File: src/ffsa_pkg.sv
`default_nettype none
// ----------------------------------------------------------------------------
// ffsa_pkg
// Shared constants, codes and controller/datapath types of the first-free
// slot allocator.
// ----------------------------------------------------------------------------
package ffsa_pkg;

    localparam int MAX_SLOTS = 1024;
    localparam int ROW_BITS  = 32;
    localparam int ROWS      = MAX_SLOTS / ROW_BITS;
    localparam int SLOT_W    = $clog2(MAX_SLOTS);
    localparam int ROW_W     = $clog2(ROWS);
    localparam int BIT_W     = $clog2(ROW_BITS);
    localparam int COUNT_W   = SLOT_W + 1;
    localparam int STRIDE_W  = 13;
    localparam int OFF_W     = SLOT_W + STRIDE_W;
    localparam int ADDR_W    = 64;
    localparam int CFG_IDX_W = 3;
    localparam int STATUS_W  = 2;

    localparam logic [CFG_IDX_W-1:0] REG_SLOTS_IN_USE   = 3'd0;
    localparam logic [CFG_IDX_W-1:0] REG_HANDLE_STRIDE  = 3'd1;
    localparam logic [CFG_IDX_W-1:0] REG_CPU_BASE       = 3'd2;
    localparam logic [CFG_IDX_W-1:0] REG_GPU_BASE       = 3'd3;
    localparam logic [CFG_IDX_W-1:0] REG_SHADER_VISIBLE = 3'd4;

    localparam logic [STATUS_W-1:0] ST_ALLOCATED = 2'd0;
    localparam logic [STATUS_W-1:0] ST_FULL      = 2'd1;
    localparam logic [STATUS_W-1:0] ST_FREED     = 2'd2;
    localparam logic [STATUS_W-1:0] ST_IGNORED   = 2'd3;

    typedef struct packed {
        logic take;
        logic alloc_commit;
        logic free_commit;
        logic res_alloc;
        logic res_full;
        logic res_ignored;
    } ffsa_cmd_t;

    typedef struct packed {
        logic req_free;
        logic word_found;
        logic free_ok;
        logic bit_found;
    } ffsa_stat_t;

    function automatic logic [BIT_W-1:0] lowest_set(input logic [ROW_BITS-1:0] vec);
        logic [BIT_W-1:0] pos;
        pos = '0;
        for (int i = ROW_BITS - 1; i >= 0; i--)
        begin
            if (vec[i])
            begin
                pos = BIT_W'(i);
            end
        end
        return pos;
    endfunction

endpackage
`default_nettype wire

File: src/ffsa_ctrl.sv
`default_nettype none
// ----------------------------------------------------------------------------
// ffsa_ctrl
// Request sequencer: accepts a request and steps the datapath through the
// search, commit and result phases.
// ----------------------------------------------------------------------------
module ffsa_ctrl
    import ffsa_pkg::*;
(
    input  wire logic       clk,
    input  wire logic       rst_n,
    input  wire logic       start,
    input  wire ffsa_stat_t stat,
    output logic            busy,
    output ffsa_cmd_t       cmd
);

    localparam logic [1:0] S_IDLE    = 2'd0;
    localparam logic [1:0] S_SEARCH  = 2'd1;
    localparam logic [1:0] S_ADDR    = 2'd2;
    localparam logic [1:0] S_RELEASE = 2'd3;

    logic [1:0] state_reg;
    logic [1:0] state_next;

    always_comb
    begin
        state_next = state_reg;
        cmd        = '0;
        case (state_reg)
            S_IDLE:
            begin
                if (start)
                begin
                    cmd.take = 1'b1;
                    if (stat.req_free)
                    begin
                        if (stat.free_ok)
                        begin
                            state_next = S_RELEASE;
                        end
                        else
                        begin
                            cmd.res_ignored = 1'b1;
                        end
                    end
                    else if (stat.word_found)
                    begin
                        state_next = S_SEARCH;
                    end
                    else
                    begin
                        cmd.res_full = 1'b1;
                    end
                end
            end
            S_SEARCH:
            begin
                if (stat.bit_found)
                begin
                    cmd.alloc_commit = 1'b1;
                    state_next       = S_ADDR;
                end
                else
                begin
                    cmd.res_full = 1'b1;
                    state_next   = S_IDLE;
                end
            end
            S_ADDR:
            begin
                cmd.res_alloc = 1'b1;
                state_next    = S_IDLE;
            end
            S_RELEASE:
            begin
                cmd.free_commit = 1'b1;
                state_next      = S_IDLE;
            end
            default:
            begin
                state_next = S_IDLE;
            end
        endcase
    end

    always_ff @(posedge clk or negedge rst_n)
    begin
        if (!rst_n)
        begin
            state_reg <= S_IDLE;
        end
        else
        begin
            state_reg <= state_next;
        end
    end

    assign busy = (state_reg != S_IDLE);

endmodule
`default_nettype wire

File: src/ffsa_dp.sv
`default_nettype none
// ----------------------------------------------------------------------------
// ffsa_dp
// Datapath: configuration registers, busy-bit memory with row summaries,
// first-fit search, address arithmetic and result registers.
// ----------------------------------------------------------------------------
module ffsa_dp
    import ffsa_pkg::*;
(
    input  wire logic                 clk,
    input  wire logic                 rst_n,
    input  wire ffsa_cmd_t            cmd,
    output ffsa_stat_t                stat,
    input  wire logic                 req_type,
    input  wire logic [SLOT_W-1:0]    free_index,
    input  wire logic                 handle_valid,
    input  wire logic                 cfg_we,
    input  wire logic [CFG_IDX_W-1:0] cfg_index,
    input  wire logic [ADDR_W-1:0]    cfg_data,
    output logic                      done,
    output logic [STATUS_W-1:0]       status,
    output logic [SLOT_W-1:0]         slot_index,
    output logic [ADDR_W-1:0]         cpu_addr,
    output logic [ADDR_W-1:0]         gpu_addr,
    output logic                      gpu_addr_valid
);

    logic [COUNT_W-1:0]  slots_reg;
    logic [STRIDE_W-1:0] stride_reg;
    logic [ADDR_W-1:0]   cpu_base_reg;
    logic [ADDR_W-1:0]   gpu_base_reg;
    logic                visible_reg;

    logic [ROW_BITS-1:0] mem [0:ROWS-1];
    logic [ROW_BITS-1:0] rdata_reg;
    logic                rvalid_reg;
    logic [ROWS-1:0]     row_valid_reg;
    logic [ROWS-1:0]     row_full_reg;

    logic [ROW_W-1:0]    word_reg;
    logic [BIT_W-1:0]    bit_reg;
    logic [SLOT_W-1:0]   idx_reg;
    logic [OFF_W-1:0]    off_reg;

    logic                done_reg;
    logic [STATUS_W-1:0] status_reg;
    logic [SLOT_W-1:0]   slot_reg;
    logic [ADDR_W-1:0]   cpu_reg;
    logic [ADDR_W-1:0]   gpu_reg;
    logic                gav_reg;

    logic [COUNT_W-1:0]  count;
    logic [ROWS-1:0]     word_mask;
    logic [ROWS-1:0]     cand_rows;
    logic [ROW_W-1:0]    cand_row;
    logic [ROW_W-1:0]    rd_row;
    logic [ROW_BITS-1:0] bit_mask;
    logic [ROW_BITS-1:0] word_val;
    logic [ROW_BITS-1:0] free_bits;
    logic [BIT_W-1:0]    sel_bit;
    logic [SLOT_W-1:0]   sel_idx;
    logic                mem_we;
    logic [ROW_BITS-1:0] mem_wdata;
    logic [ADDR_W-1:0]   off_ext;

    // clamp slot count
    assign count = (slots_reg > COUNT_W'(MAX_SLOTS)) ? COUNT_W'(MAX_SLOTS) : slots_reg;

    always_comb
    begin
        for (int w = 0; w < ROWS; w++)
        begin
            word_mask[w] = {1'b0, ROW_W'(w), {BIT_W{1'b0}}} < count;
        end
        for (int b = 0; b < ROW_BITS; b++)
        begin
            bit_mask[b] = {1'b0, word_reg, BIT_W'(b)} < count;
        end
    end

    assign cand_rows = ~row_full_reg & word_mask;
    assign cand_row  = lowest_set(cand_rows);
    assign rd_row    = req_type ? free_index[SLOT_W-1:BIT_W] : cand_row;

    assign word_val  = rvalid_reg ? rdata_reg : '0;
    assign free_bits = ~word_val & bit_mask;
    assign sel_bit   = lowest_set(free_bits);
    assign sel_idx   = {word_reg, sel_bit};

    assign stat.req_free   = req_type;
    assign stat.word_found = |cand_rows;
    assign stat.free_ok    = handle_valid && ({1'b0, free_index} < count);
    assign stat.bit_found  = |free_bits;

    assign mem_we    = cmd.alloc_commit | cmd.free_commit;
    assign mem_wdata = cmd.alloc_commit ? (word_val | (ROW_BITS'(1) << sel_bit))
                                        : (word_val & ~(ROW_BITS'(1) << bit_reg));
    assign off_ext   = {{(ADDR_W-OFF_W){1'b0}}, off_reg};

    always_ff @(posedge clk or negedge rst_n)
    begin
        if (!rst_n)
        begin
            slots_reg   <= COUNT_W'(MAX_SLOTS);
            stride_reg  <= STRIDE_W'(32);
            cpu_base_reg <= '0;
            gpu_base_reg <= '0;
            visible_reg <= 1'b0;
        end
        else if (cfg_we)
        begin
            case (cfg_index)
                REG_SLOTS_IN_USE:   slots_reg    <= cfg_data[COUNT_W-1:0];
                REG_HANDLE_STRIDE:  stride_reg   <= cfg_data[STRIDE_W-1:0];
                REG_CPU_BASE:       cpu_base_reg <= cfg_data;
                REG_GPU_BASE:       gpu_base_reg <= cfg_data;
                REG_SHADER_VISIBLE: visible_reg  <= cfg_data[0];
                default:            ;
            endcase
        end
    end

    always_ff @(posedge clk)
    begin
        if (mem_we)
        begin
            mem[word_reg] <= mem_wdata;
        end
        if (cmd.take)
        begin
            rdata_reg <= mem[rd_row];
        end
    end

    always_ff @(posedge clk or negedge rst_n)
    begin
        if (!rst_n)
        begin
            row_valid_reg <= '0;
            row_full_reg  <= '0;
            rvalid_reg    <= 1'b0;
        end
        else
        begin
            if (cmd.take)
            begin
                rvalid_reg <= row_valid_reg[rd_row];
            end
            if (mem_we)
            begin
                row_valid_reg[word_reg] <= 1'b1;
                row_full_reg[word_reg]  <= cmd.alloc_commit & (&mem_wdata);
            end
        end
    end

    always_ff @(posedge clk)
    begin
        if (cmd.take)
        begin
            word_reg <= rd_row;
            bit_reg  <= free_index[BIT_W-1:0];
        end
        if (cmd.alloc_commit)
        begin
            idx_reg <= sel_idx;
            off_reg <= OFF_W'(sel_idx) * OFF_W'(stride_reg);
        end
    end

    always_ff @(posedge clk or negedge rst_n)
    begin
        if (!rst_n)
        begin
            done_reg <= 1'b0;
        end
        else
        begin
            done_reg <= cmd.res_alloc | cmd.res_full | cmd.res_ignored | cmd.free_commit;
        end
    end

    always_ff @(posedge clk)
    begin
        if (cmd.res_alloc)
        begin
            status_reg <= ST_ALLOCATED;
            slot_reg   <= idx_reg;
            cpu_reg    <= cpu_base_reg + off_ext;
            gpu_reg    <= visible_reg ? (gpu_base_reg + off_ext) : '0;
            gav_reg    <= visible_reg;
        end
        else if (cmd.res_full | cmd.res_ignored | cmd.free_commit)
        begin
            status_reg <= cmd.res_full ? ST_FULL : (cmd.free_commit ? ST_FREED : ST_IGNORED);
            slot_reg   <= '0;
            cpu_reg    <= '0;
            gpu_reg    <= '0;
            gav_reg    <= 1'b0;
        end
    end

    assign done           = done_reg;
    assign status         = status_reg;
    assign slot_index     = slot_reg;
    assign cpu_addr       = cpu_reg;
    assign gpu_addr       = gpu_reg;
    assign gpu_addr_valid = gav_reg;

endmodule
`default_nettype wire

File: src/first_free_slot_allocator_core.sv
`default_nettype none
// ----------------------------------------------------------------------------
// first_free_slot_allocator_core
// Bitmap first-fit descriptor slot allocator: allocate the lowest free slot
// and return its CPU/GPU addresses, or release a slot.
//
//   channel   handshake           payload
//   request   start / busy        req_type, free_index, handle_valid
//   result    done (1 cycle)      status, slot_index, cpu_addr, gpu_addr,
//                                 gpu_addr_valid
//   config    cfg_we              cfg_index, cfg_data
//
// Allocate: row summary pick and row read, then bit pick, commit and offset
// multiply, then address add; FULL after the read if the candidate row is the
// partly used last row with no free slot in range, or from the summary alone if
// no row in range has room. Free: row read-modify-write for a valid in-range
// handle. Done is registered from the last step, cannot be stalled, and a new
// request is taken while it is high. Reset frees all slots via per-row valid bits.
// ----------------------------------------------------------------------------
module first_free_slot_allocator_core
    import ffsa_pkg::*;
(
    input  wire logic                 clk,
    input  wire logic                 rst_n,
    input  wire logic                 start,
    output logic                      busy,
    input  wire logic                 req_type,
    input  wire logic [SLOT_W-1:0]    free_index,
    input  wire logic                 handle_valid,
    input  wire logic                 cfg_we,
    input  wire logic [CFG_IDX_W-1:0] cfg_index,
    input  wire logic [ADDR_W-1:0]    cfg_data,
    output logic                      done,
    output logic [STATUS_W-1:0]       status,
    output logic [SLOT_W-1:0]         slot_index,
    output logic [ADDR_W-1:0]         cpu_addr,
    output logic [ADDR_W-1:0]         gpu_addr,
    output logic                      gpu_addr_valid
);

    ffsa_cmd_t  cmd;
    ffsa_stat_t stat;

    ffsa_ctrl u_ctrl (
        .clk   (clk),
        .rst_n (rst_n),
        .start (start),
        .stat  (stat),
        .busy  (busy),
        .cmd   (cmd)
    );

    ffsa_dp u_dp (
        .clk            (clk),
        .rst_n          (rst_n),
        .cmd            (cmd),
        .stat           (stat),
        .req_type       (req_type),
        .free_index     (free_index),
        .handle_valid   (handle_valid),
        .cfg_we         (cfg_we),
        .cfg_index      (cfg_index),
        .cfg_data       (cfg_data),
        .done           (done),
        .status         (status),
        .slot_index     (slot_index),
        .cpu_addr       (cpu_addr),
        .gpu_addr       (gpu_addr),
        .gpu_addr_valid (gpu_addr_valid)
    );

    a_done_idle: assert property (@(posedge clk) disable iff (!rst_n)
        done |-> !busy)
        else $error("result strobe while a request is in flight");

    a_nonalloc_zero: assert property (@(posedge clk) disable iff (!rst_n)
        done && status != ST_ALLOCATED |->
            slot_index == '0 && cpu_addr == '0 && gpu_addr == '0 && !gpu_addr_valid)
        else $error("non-allocation result carries a nonzero payload");

    a_single_action: assert property (@(posedge clk) disable iff (!rst_n)
        $onehot0({cmd.alloc_commit, cmd.free_commit, cmd.res_alloc,
                  cmd.res_full, cmd.res_ignored}))
        else $error("more than one datapath action in a cycle");

    a_busy_from_start: assert property (@(posedge clk) disable iff (!rst_n)
        $rose(busy) |-> $past(start))
        else $error("controller left idle without a request");

endmodule
`default_nettype wire
File: config.mk
export PLATFORM = sky130hd
export DESIGN_NAME = first_free_slot_allocator_core
export DESIGN_NICKNAME = d
export VERILOG_FILES = /design/src/ffsa_pkg.sv /design/src/ffsa_ctrl.sv /design/src/ffsa_dp.sv /design/src/first_free_slot_allocator_core.sv
export SDC_FILE = /design/constraint.sdc
export NUM_CORES = 2
export LEC_CHECK = 0
export BUFFER_PORTS_ARGS = -buffer_cell sky130_fd_sc_hd__clkbuf_2
export CAP_MARGIN = 20
export CORE_AREA = 2 2 478 480
export CTS_CLUSTER_DIAMETER = 60
export DETAILED_ROUTE_END_ITERATION = 12
export DIE_AREA = 0 0 480 482
export SLEW_MARGIN = 20
export SYNTH_ARGS = -nofsm -noshare
export SYNTH_HDL_FRONTEND = slang
export SYNTH_SLANG_ARGS = --single-unit
File: constraint.sdc
create_clock -name clk -period 16.2 [get_ports clk]
set_input_delay 2.43 -clock clk [delete_from_list [all_inputs] [get_ports clk]]
set_output_delay 2.43 -clock clk [all_outputs]
set_load 0.005 [all_outputs]
Yosys cells after proc, flatten, opt, wreduce, memory -nomap -nowiden --
Memory sizes are Yosys's and may differ from the RTL's. A register that Yosys moved wholly into a read port is not among the register bits. Index checks and enable logic that the tools add are counted.
Operators by class: reductions and logical operators 16, add/sub/neg operators 2, eq/ne operators 10, order comparisons 69, shifts and indexed selects 2, $mul 1, multiplexer cells 105, bitwise gates (word level) 15
Operators with widths (count):
- less-than comparator 10 x 11 -> 1 bit | 33
- two-way mux 5 bit | 65
- two-way mux 64 bit | 4
- less-than comparator 10 x 11 -> 1 bit, first input constant | 16
- adder 64 x 23 -> 64 bit | 2
- bitwise AND 32 bit | 3
- NOT 32 bit | 3
- less-than comparator 9 x 11 -> 1 bit, first input constant | 8
- two-way mux 32 bit | 2
- bitwise OR 32 bit | 2
- OR reduction 32 bit | 2
- << shifter 1 x 5 -> 32 bit, first input constant | 2
- less-than comparator 8 x 11 -> 1 bit, first input constant | 4
- bitwise mux 32 bit | 1
- AND reduction 32 bit | 1
- multiplier 10 x 13 -> 23 bit | 1
- less-than comparator 7 x 11 -> 1 bit, first input constant | 2
- two-way mux 10 bit | 2
- two-way mux 1 bit | 19
- two-way mux 2 bit | 7
- less-than comparator 5 x 6 -> 1 bit, second input constant | 2
- greater-than comparator 11 bit, second input constant | 1
- less-than comparator 1 x 11 -> 1 bit, first input constant | 1
- less-than comparator 6 x 11 -> 1 bit, first input constant | 1
- other kinds (22) | 36
Word-level totals: register bits after elaboration 405, word-level logic and storage cells 240, output and inout port bits 143, memories kept 1, memory bits (writable) 1024, input bits 83
Memories:
- u_dp.mem | words 32, width 32, read ports 1, clocked after memory_dff 1, write ports 1, RTL line ffsa_dp.sv:34 | logic [ROW_BITS-1:0] mem [0:ROWS-1];

Logic depth before layout (Yosys ltp) --
word-level depth 42, depth in mapped cells 37, mapped depth without buffers 33

Cells and area by module --
A second synthesis with hierarchy kept.
Unflattened totals: cell total of the unflattened synthesis 5267, area total of the unflattened synthesis 66988.0 µm²
Modules (own cells, without submodules):
- ffsa_dp | sequential area each 42698.5 µm², area each 66835.4 µm², instances 1, cells each 5250
- ffsa_ctrl | sequential area each 50.0 µm², area each 152.6 µm², instances 1, cells each 17

Worst setup path after synthesis --
No wires, ideal clock.
path type reg2reg, start register u_dp.slots_reg[10], end register u_dp.off_reg[22] (data pin), period minus slack after synthesis 8.611 ns, arrival time 8.351 ns, path slack 7.589 ns, setup time 0.260 ns, stages on the path, launching flop included 37, buffers on the path 6, data required time 15.940 ns, cells stage by stage dfstp_2 > clkbuf_1 > nor2b_1 > inv_1 > clkbuf_1 > ha_1 > buf_4 > a21oi_1 > nor3_2 > nor3_1 > mux2_2 > o2bb2ai_1 > o32ai_2 > buf_4 > buf_2 > clkbuf_1 > nand2_1 > fa_1 > inv_1 > fa_1 > ha_1 > fa_1 > inv_1 > fa_1 > inv_1 > ha_1 > inv_1 > o21bai_1 > a21oi_1 > o21bai_1 > a21oi_1 > o2111a_1 > o31ai_1 > o41ai_1 > o21bai_1 > a21oi_1 > xnor2_1
Between the ends: word-level cells in the longest chain between the ends 37, elaborated cells on any way between the ends 68, those cells by class mul: 1; order compare: 33; mux: 33; bitwise: 1
RTL lines:
- start: declaration | RTL line ffsa_dp.sv:28 | logic [COUNT_W-1:0] slots_reg;
- start signal: assignment | RTL line ffsa_dp.sv:104 | slots_reg <= COUNT_W'(MAX_SLOTS);
- start signal: assignment | RTL line ffsa_dp.sv:113 | REG_SLOTS_IN_USE: slots_reg <= cfg_data[COUNT_W-1:0];
- greater-than comparator 11 bit | RTL line ffsa_dp.sv:67 | assign count = (slots_reg > COUNT_W'(MAX_SLOTS)) ? COUNT_W'(MAX_SLOTS) : slots_reg;
- two-way mux 11 bit * | RTL line ffsa_dp.sv:67
- less-than comparator 10 x 11 -> 1 bit | RTL line ffsa_dp.sv:77 | bit_mask[b] = {1'b0, word_reg, BIT_W'(b)} < count;
- bitwise AND 32 bit * | RTL line ffsa_dp.sv:86 | assign free_bits = ~word_val & bit_mask;
- two-way mux 5 bit (31 in series) | RTL line ffsa_pkg.sv:54 | if (vec[i])
- two-way mux 5 bit * | RTL line ffsa_pkg.sv:54
- net u_dp.sel_bit[1] | RTL line ffsa_dp.sv:60 | logic [BIT_W-1:0] sel_bit;
- multiplier 10 x 13 -> 23 bit * | RTL line ffsa_dp.sv:167 | off_reg <= OFF_W'(sel_idx) * OFF_W'(stride_reg);
- end signal: assignment | RTL line ffsa_dp.sv:167
- end: declaration | RTL line ffsa_dp.sv:43 | logic [OFF_W-1:0] off_reg;
The timed path passes the listed nets; every way through them passes the cells marked *. A chain may end at the register's enable or synchronous reset.

Worst setup path after layout --
start register u_dp.slots_reg[10], end register u_dp.off_reg[22] (data pin)
Between the ends: word-level cells in the longest chain between the ends 37, elaborated cells on any way between the ends 68, those cells by class mul: 1; order compare: 33; mux: 33; bitwise: 1
RTL lines (RTL line):
- greater-than comparator 11 bit | ffsa_dp.sv:67
- two-way mux 11 bit * | ffsa_dp.sv:67
- less-than comparator 10 x 11 -> 1 bit | ffsa_dp.sv:77
- bitwise AND 32 bit * | ffsa_dp.sv:86
- two-way mux 5 bit (31 in series) | ffsa_pkg.sv:54
- two-way mux 5 bit * | ffsa_pkg.sv:54
- multiplier 10 x 13 -> 23 bit * | ffsa_dp.sv:167
Every way passes the cells marked *; elsewhere a longest branch is shown, timed or not.

==> results.json <==
{
  "ys_warn_count": 0,
  "route.detailed.drc": 0,
  "cp_common_cell": "inv_1",
  "synthFlopType": "edfxtp_1",
  "setup_tns_ns": 0,
  "synth.largest_area_cell": "edfxtp_1",
  "synthMuxAreaShare_pct": 3.088,
  "hold_path_end": "u_dp.status[0]",
  "start_util_pct": 29.83,
  "max_stage_delay_ns": 1.11,
  "swShare_pct": 35.07,
  "mostFrequentLayoutCell": "nand2_1",
  "rsz0062_at_grt": "no",
  "r2r_end": "u_dp.off_reg[22]",
  "dr_wl_met3_mm": 18.07,
  "fin_crit_sh_pct": 64.82,
  "synth-seq-area-share_pct": 63.29,
  "dr.pass1.iters": 6,
  "dr.first_iter.drc_count": 5176,
  "yosys.area_share.simple_pct": 16.95,
  "seq_power_share_pct": 40.0,
  "grt_pass1_wl_mm": 316.2,
  "core_region_area_um2": 226400,
  "first_global_vias": 45520,
  "power_density_nw_per_um2": 167.6,
  "overflow": 0,
  "skew_ns": 0.1159,
  "synthAdderAreaFrac_pct": 4.827,
  "layout-drive-gt1-share_pct": 14.62,
  "cp_data_arrival_time_ns": 11.07,
  "clk_pin_slew_ns": 0.06,
  "dp_hpwl_mm": 132.5,
  "crit_slowest_cell": "dfstp_2",
  "synth_edf_count": 1238,
  "synth_top_area_share_pct": 55.04,
  "vias_per_cell": 5.307,
  "p_leak_nw": 28.76,
  "end_kind": "register",
  "power.internal_mw": 8.473,
  "cts_buffer_depth": 3,
  "postCtsHoldBufs": 0,
  "synth_xor_area_share_pct": 1.336,
  "largest_reg_flops": 1024,
  "vias": 47940,
  "gp_congestion": 0.9455,
  "min_period_ns": 10.50,
  "root_buffer": "clkbuf_16",
  "ioPinCount": 226,
  "cp_num_buf_inv": 6,
  "setup_viol": 0,
  "place_area_um2": 72470,
  "synth_fp_nets": 5992,
  "antenna_found_initial": 12,
  "cts_tree": "yes",
  "ant_nets": 0,
  "rows": 175,
  "hold_path_class": "reg2reg",
  "reg2reg_depth": 30,
  "hold_violations": 0,
  "die_area_um2": 231400,
  "synthToLayoutAreaGrowth_pct": 15.30,
  "holdPathStages": 2,
  "routedWlPerCell_um": 24.27,
  "p_sw_mw": 4.576,
  "ys_async_sr_fraction_pct": 15.13,
  "timing_worst_setup_path_type": "reg2reg",
  "holdWs_ns": 0.4573,
  "slew_viol_final": 0,
  "maxCapViolCount": 0,
  "avgSynthCellArea_um2": 11.85,
  "portBuffers": 225,
  "met2_length_mm": 98.50,
  "synth_top_family_by_area": "simple AND/OR/NAND/NOR gates",
  "cts_sinks": 1461,
  "ctsResizeCount": 0,
  "post_cts_buffers": 0,
  "crit_path_max_fanout": 41,
  "p_comb_share_pct": 31.9,
  "track_usage_pct": 18.44,
  "irDropWorstVdd_uv": 167.1,
  "syn_area_um2": 67540,
  "syn_inst": 5702,
  "cp_data_required_time_ns": 16.77,
  "synth-compound-area-share_pct": 7.673,
  "ys_top_cells_by_area": "edfxtp_1 (55%), dfrtp_1 (8.1%), nand2_1 (6.9%)",
  "r2r-start": "u_dp.slots_reg[10]",
  "final_cell_mix": "nand2_1 (1,239), edfxtp_1 (1,238), nand3_1 (450)",
  "worst_pin_slew_ns": 1.140,
  "clkPwrFrac_pct": 28.1,
  "synth_seq_cells": 1461,
  "fin_nets": 6180,
  "status": "completed",
  "wl_met1_mm": 93.34,
  "slew_headroom_pct": 23.82,
  "ys_types": 104,
  "regMostFlops": "u_dp.mem",
  "crit_path_start_kind": "register",
  "reg2reg_slack_ns": 5.70,
  "clock_latency_ns": 0.88,
  "numCtsBuffers": 161,
  "stdcell_area_um2": 77880,
  "chipWidth_um": 480,
  "grt_max_degree": 169,
  "max_freq_mhz": 95.23,
  "maxUsedRoutingLayer": "met4",
  "hp-start": "u_dp.status[0]",
  "worst_path_dominant_cell_family": "compound AO/OA/AOI/OAI gates",
  "fill_cells": 22050,
  "htree_levels": 4,
  "die_h_um": 482,
  "drt-total-wl_mm": 219.2
}
[through the flow]
stage                     std cells  power (mW)  setup WS [ns]  utilization [%]
after floorplan                5702       7.954          7.589                -
after global placement         8732       9.399          5.929            31.98
after detailed placement       8735       9.411          5.908            32.01
after CTS                      9026       13.09          5.896            34.37
after global routing           9029       13.76          5.005            34.39
final                          9033       13.05          5.700            34.40
[worst max-delay path by stage]
| stage | cells past startpoint | startpoint | endpoint | slack, ns |
|---|---|---|---|---|
| floorplan | 36 | u_dp.slots_reg[10] | u_dp.off_reg[22] | 7.59 |
| global placement | 33 | u_dp.slots_reg[10] | u_dp.off_reg[22] | 5.93 |
| detailed placement | 30 | u_dp.slots_reg[10] | u_dp.off_reg[22] | 5.91 |
| CTS | 30 | u_dp.slots_reg[10] | u_dp.off_reg[22] | 5.90 |
| global route | 30 | u_dp.slots_reg[10] | u_dp.off_reg[22] | 5.00 |
| finish | 30 | u_dp.slots_reg[10] | u_dp.off_reg[22] | 5.70 |
[power by group through the flow]
| stage | sequential (mW) | combinational, mW | clock [mW] |
|---|---|---|---|
| floorplan | 5.15 | 2.80 | 0 |
| global placement | 5.28 | 4.12 | 0 |
| detailed placement | 5.29 | 4.12 | 0 |
| CTS | 5.21 | 4.16 | 3.71 |
| global route | 5.25 | 4.65 | 3.87 |
| finish | 5.22 | 4.17 | 3.67 |
[synth_stat cells (10+ instances only)]
| cell type | n |
|---|---|
| nand2_1 | 1245 |
| edfxtp_1 | 1238 |
| nand3_1 | 457 |
| a21oi_1 | 299 |
| dfrtp_1 | 219 |
| nor2_1 | 210 |
| clkbuf_1 | 175 |
| inv_1 | 154 |
| mux2_2 | 149 |
| ha_1 | 119 |
| and3_1 | 104 |
| a31oi_1 | 102 |
| buf_2 | 99 |
| and2_1 | 98 |
| o21ai_0 | 93 |
| fa_1 | 88 |
| xor2_1 | 54 |
| xnor2_1 | 49 |
| or2_2 | 46 |
| o22ai_1 | 45 |
| nor4_1 | 41 |
| nand4_1 | 39 |
| nor3_1 | 37 |
| nor4b_1 | 35 |
| buf_1 | 32 |
| mux2_1 | 30 |
| nor2b_1 | 29 |
| or3_1 | 27 |
| a21o_1 | 25 |
| nand2b_1 | 23 |
| o21a_1 | 21 |
| o21bai_1 | 21 |
| o211ai_1 | 18 |
| o31ai_1 | 18 |
| a211oi_1 | 17 |
| nor3b_1 | 17 |
| o2111ai_1 | 10 |
[layer usage]
| layer | vias up | track usage, % |
|---|---|---|
| met4 | 0 | 7.737 |
| met2 | 2332 | 28.47 |
| met5 | - | 0 |
| li1 | 21040 | - |
| met3 | 418 | 2.966 |
| met1 | 24150 | 25.71 |
[worst register-to-register path, delay by kind of cell, from the launching register on]
| family | cells | cell delay, ns |
|---|---|---|
| AO/OA/AOI/OAI | 12 | 3.24 |
| AND/OR/NAND/NOR | 4 | 1.50 |
| adder cells (fa/ha/maj) | 7 | 3.19 |
| buffers and inverters | 6 | 1.14 |
| XOR/XNOR | 1 | 0.08 |
| flip-flops | 1 | 1.11 |
[logic make-up (layout without fill, tap and decap cells)]
family          count (synthesis)  count (layout)
simple gates                 2466            2466
flops                        1461            1461
compound gates                811             811
buf+inv                       467             783
fa+ha+maj                     208             208
mux                           186             186
xor+xnor                      103             103
other cells                     0               6
[layout make-up]
cell class                 count  area (um2)  area share (%)
clock buffer                 202        4193           5.384
multi-input combinational   3774       23350           29.99
timing repair buffer         337        2058           2.643
inverter                     155       596.8          0.7664
clock inverter                89        1147           1.473
antenna                        6       15.01         0.01928
tap                         3009        3765           4.834
sequential                  1461       42750           54.89
No activity file was read; power rests on OpenSTA's default activity.
